[src/sv/bbce_mul.sv]
// Shared signed multiplier with a registered product.
module bbce_mul #(
    parameter int OPW = 33
) (
    input  logic                    i_clk,
    input  logic signed [OPW-1:0]   i_a,
    input  logic signed [OPW-1:0]   i_b,
    output logic signed [2*OPW-1:0] o_p
);

    logic signed [2*OPW-1:0] r_p;

    // Register the product for the next sequencer step
    always_ff @(posedge i_clk) begin
        r_p <= i_a * i_b;
    end

    assign o_p = r_p;

endmodule

[config.mk]
export PLATFORM = sky130hd
export DESIGN_NAME = bbce_mul
export DESIGN_NICKNAME = d
export VERILOG_FILES = /design/src/sv/bbce_mul.sv
export SDC_FILE = /design/constraint.sdc
export NUM_CORES = 2
export LEC_CHECK = 0
export ABC_AREA = 1
export ABC_CLOCK_PERIOD_IN_PS = 12400
export BUFFER_PORTS_ARGS = -buffer_cell sky130_fd_sc_hd__buf_2
export CORE_MARGIN = 4
export CORE_UTILIZATION = 65
export DETAILED_ROUTE_END_ITERATION = 8
export GPL_TIMING_DRIVEN = 0
export PLACE_DENSITY = 0.92
export SETUP_SLACK_MARGIN = 0.05
export SLEW_MARGIN = 15
export SYNTH_ARGS = -nofsm -noshare
export SYNTH_HDL_FRONTEND = slang
export SYNTH_SLANG_ARGS = --single-unit
export TNS_END_PERCENT = 20
[constraint.sdc]
create_clock -name i_clk -period 12.4 [get_ports i_clk]
set_input_delay 3.1 -clock i_clk [delete_from_list [all_inputs] [get_ports i_clk]]
set_output_delay 3.1 -clock i_clk [all_outputs]
set_load 0.03 [all_outputs]
After elaboration in Yosys (flattened, before gate mapping)
Cells that the tools add are included.
Operators by class
  multipliers: 1
Operators by type and width (number)
  multiplier 33 x 33 -> 66 bit: 1
Word-level totals
  output and inout bits: 66
  register bits after elaboration: 66
  input bits: 67

Depth between registers and ports, before layout
  depth in word-level cells: 1
  gate-level depth with buffers: 34
  depth with buffers taken out: 32

Least setup slack after synthesis
Ideal clock, no wire load.
  path kind: input -> register
  start point: input i_a[32]
  end point: register r_p[60], in the netlist o_p[60]
  setup time: 0.113 ns
  path buffers: 2
  stages: 23
  data arrival time: 9.743 ns
  required time: 12.287 ns
  setup slack: 2.544 ns
  cell sequence: clkbuf_1 -> clkbuf_1 -> nand2_1 -> inv_1 -> fa_1 -> fa_1 -> fa_1 -> fa_1 -> inv_1 -> fa_1 -> fa_1 -> fa_1 -> fa_1 -> inv_1 -> ha_1 -> nand2_1 -> nor2_1 -> inv_1 -> nor3_1 -> nand2_1 -> and2_0 -> nand4_1 -> nand2_1
Between the ends
  word-level cells in the longest chain between the ends: 1
RTL lines
  from (decl): RTL line 6  | input logic signed [OPW-1:0] i_a,
  multiplier 33 x 33 -> 66 bit: RTL line 15  | r_p <= i_a * i_b;
  to (signal assigned): RTL line 15
  to (decl): RTL line 11  | logic signed [2*OPW-1:0] r_p;
Every way passes these cells.

Worst setup path in the final report
  start point: input i_b[12]
  end point: register r_p[57], in the netlist o_p[57]
Between the ends
  word-level cells in the longest chain between the ends: 1
RTL lines
  from (decl): RTL line 7  | input logic signed [OPW-1:0] i_b,
  multiplier 33 x 33 -> 66 bit: RTL line 15
Every way passes these cells.

==> flow_summary.ini <==
[final_layout]
layout.filler_cells = 5397
final_cells = 6500
nets = 7051
synthToLayoutAreaGrowth_pct = 4.127
mostFrequentLayoutCells = inv_1, nand2_1, fa_1
multi_input_area_mm2 = 0.03376
final_common_cell = inv_1
largest_reg_flops = 66
layout-drive-gt1-share = 0.02737
seqCellArea_mm2 = 0.001321

[sta]
slew_violations = 0
rsz0062_at_grt = no
min_period_ns = 11.60
fin_tns_setup_ns = 0
post-route-period-util = 0.9356
finalSetupViolCount = 0
relSlewSlack = 0.09082
tightest_slew_ns = 1.364
hold_violations = 0
max_freq_mhz = 86.20

[clock_tree]
cts_setup_buffers = 0
numClockSinks = 66
clkTransAtPathRegs_ns = 0.08
post_cts_resized = 0
cts_tree = yes
cts_htree_levels = 3
cts_root_buffer = clkbuf_16
numCtsBuffers = 9
cts-hold-fix-buffers = 0
clockBufferDepth = 2

[status]
status = finished clean

[placed_design]
dp.cells = 6475
hpwl_um = 140300
place_congestion = 1.082
port_buffers = 67

[die]
die_y_um = 265.7
coreArea_mm2 = 0.06575
row_count = 94
start_util = 0.6567
pin_count = 133
fp.dieW_um = 265.7
dieArea_mm2 = 0.07061

[worst_setup_path]
critPathKind = in2reg
worst_setup_path_end_kind = register
cp_data_required_time_ns = 12.63
cp-start-kind = primary input
path_max_fanout = 11
worstPathArrival_ns = 11.84

[global_routing]
grt-ovfl-total = 0
grt_util_met3 = 0.1991
grt-busiest-layer = met2
antenna_found_initial = 10
grt_pass1_vias = 39394
grt_usage = 0.4943
grt_pass1_wl_um = 248600
grt_max_degree = 19
met2_usage = 0.7096
use_met1 = 0.5940

[job]
max_cap_viol_count = 0

[drt]
ant_nets = 0
wirelength_um = 170100
drc = 0
vias = 37283
wl_per_cell_um = 26.17
vias_per_cell = 5.736
firstDrtPassIters = 7
drt-initial-drc-count = 4835

[yosys]
synth-main-ff-cell = dfxtp_1
async_flop_share = 0
syn_area_per_cell_um2 = 7.789
synth_top_area_share = 0.5309
synth_area_leaders = fa_1, inv_1, nand2_1, ha_1, dfxtp_1
synthesis.nets = 6972
synthCells = 5543
synth.distinct_cells = 35
yosys.area.top_type = fa_1
synth_area_mm2 = 0.04317
synth_edf_count = 0
synth-seq-area-share = 0.03060
ys_ff_latch = 66
synth_warnings = 0

[worst_hold_path]
hold_class = in2reg
==> synthesized netlist by cell type, types with 14 or more instances <==
cell      number
nand2_2       17
nor2_2        20
a21oi_1       61
ha_1         217
fa_1        1145
o21bai_1      14
inv_1       1894
clkbuf_1     262
nand2_1     1517
dfxtp_1       66
xor2_1        37
nor2_1       131
o21ai_0       19
nand4_1       19
nand3_1       70
==> through the flow <==
stage / instance area, µm² / util / hold WS (ns) / worst slack, ns
finish: 44960 / 0.6838 / 3.279 / 0.7986
detailed placement: 44620 / 0.6787 / 3.534 / 0.8056
global placement: 44590 / 0.6782 / 3.513 / 0.6487
CTS: 44920 / 0.6833 / 3.181 / 1.138
global route: 44930 / 0.6834 / 3.216 / 0.6035
floorplan: 43170 / - / 3.364 / 2.544
==> worst max-delay path, cell delays in order <==
cell and delay, ns:
clkbuf_1 0.35, clkbuf_1 1.01, nand2_1 0.41, fa_1 0.61, fa_1 0.87, fa_1 0.60
inv_1 0.46, fa_1 0.55, fa_1 0.60, fa_1 0.45, fa_1 0.50, inv_1 0.05
fa_1 0.47, inv_1 0.04, ha_1 0.43, nand2_1 0.14, nor2_1 0.18, nand3_1 0.26
nor2_1 0.27, o21ai_0 0.25, nand4_1 0.16, nand2_1 0.06
==> metal layers <==
layer / share of wire / wire, µm / vias up
li1: - / - / 15160
met1: 0.32 / 55100 / 18060
met2: 0.41 / 69830 / 3098
met3: 0.15 / 26250 / 953
met4: 0.11 / 18860 / 12
met5: 0.00048 / 81 / -
==> cells by family after synthesis <==
group	after synthesis	synth area share
AND/OR/NAND/NOR	1810	0.1659
flip-flops	66	0.03060
buffers and inverters	2158	0.1876
XOR/XNOR	41	0.008317
AO/OA/AOI/OAI	106	0.01377
adder cells (fa/ha/maj)	1362	0.5938
==> cell type report <==
cell class                 instances  share of cell area
tap                              864             0.02405
multi-input combinational       3319              0.7509
clock inverter                     7            0.001698
buffer                           263             0.02215
timing repair buffer              68            0.008071
antenna                            9           0.0005010
sequential                        66             0.02939
inverter                        1895              0.1582
clock buffer                       9            0.005010
==> path summary, 6_finish.rpt <==
| path | start | end | slack [ns] | cells past startpoint |
|---|---|---|---|---|
| max | i_b[12] | o_p[57] | 0.80 | 22 |
| min | i_a[0] | o_p[0] | 3.28 | 3 |
Power is left out: the tool's default activity adds up to more than one toggle a clock period on the data nets, which glitch-free logic cannot reach.
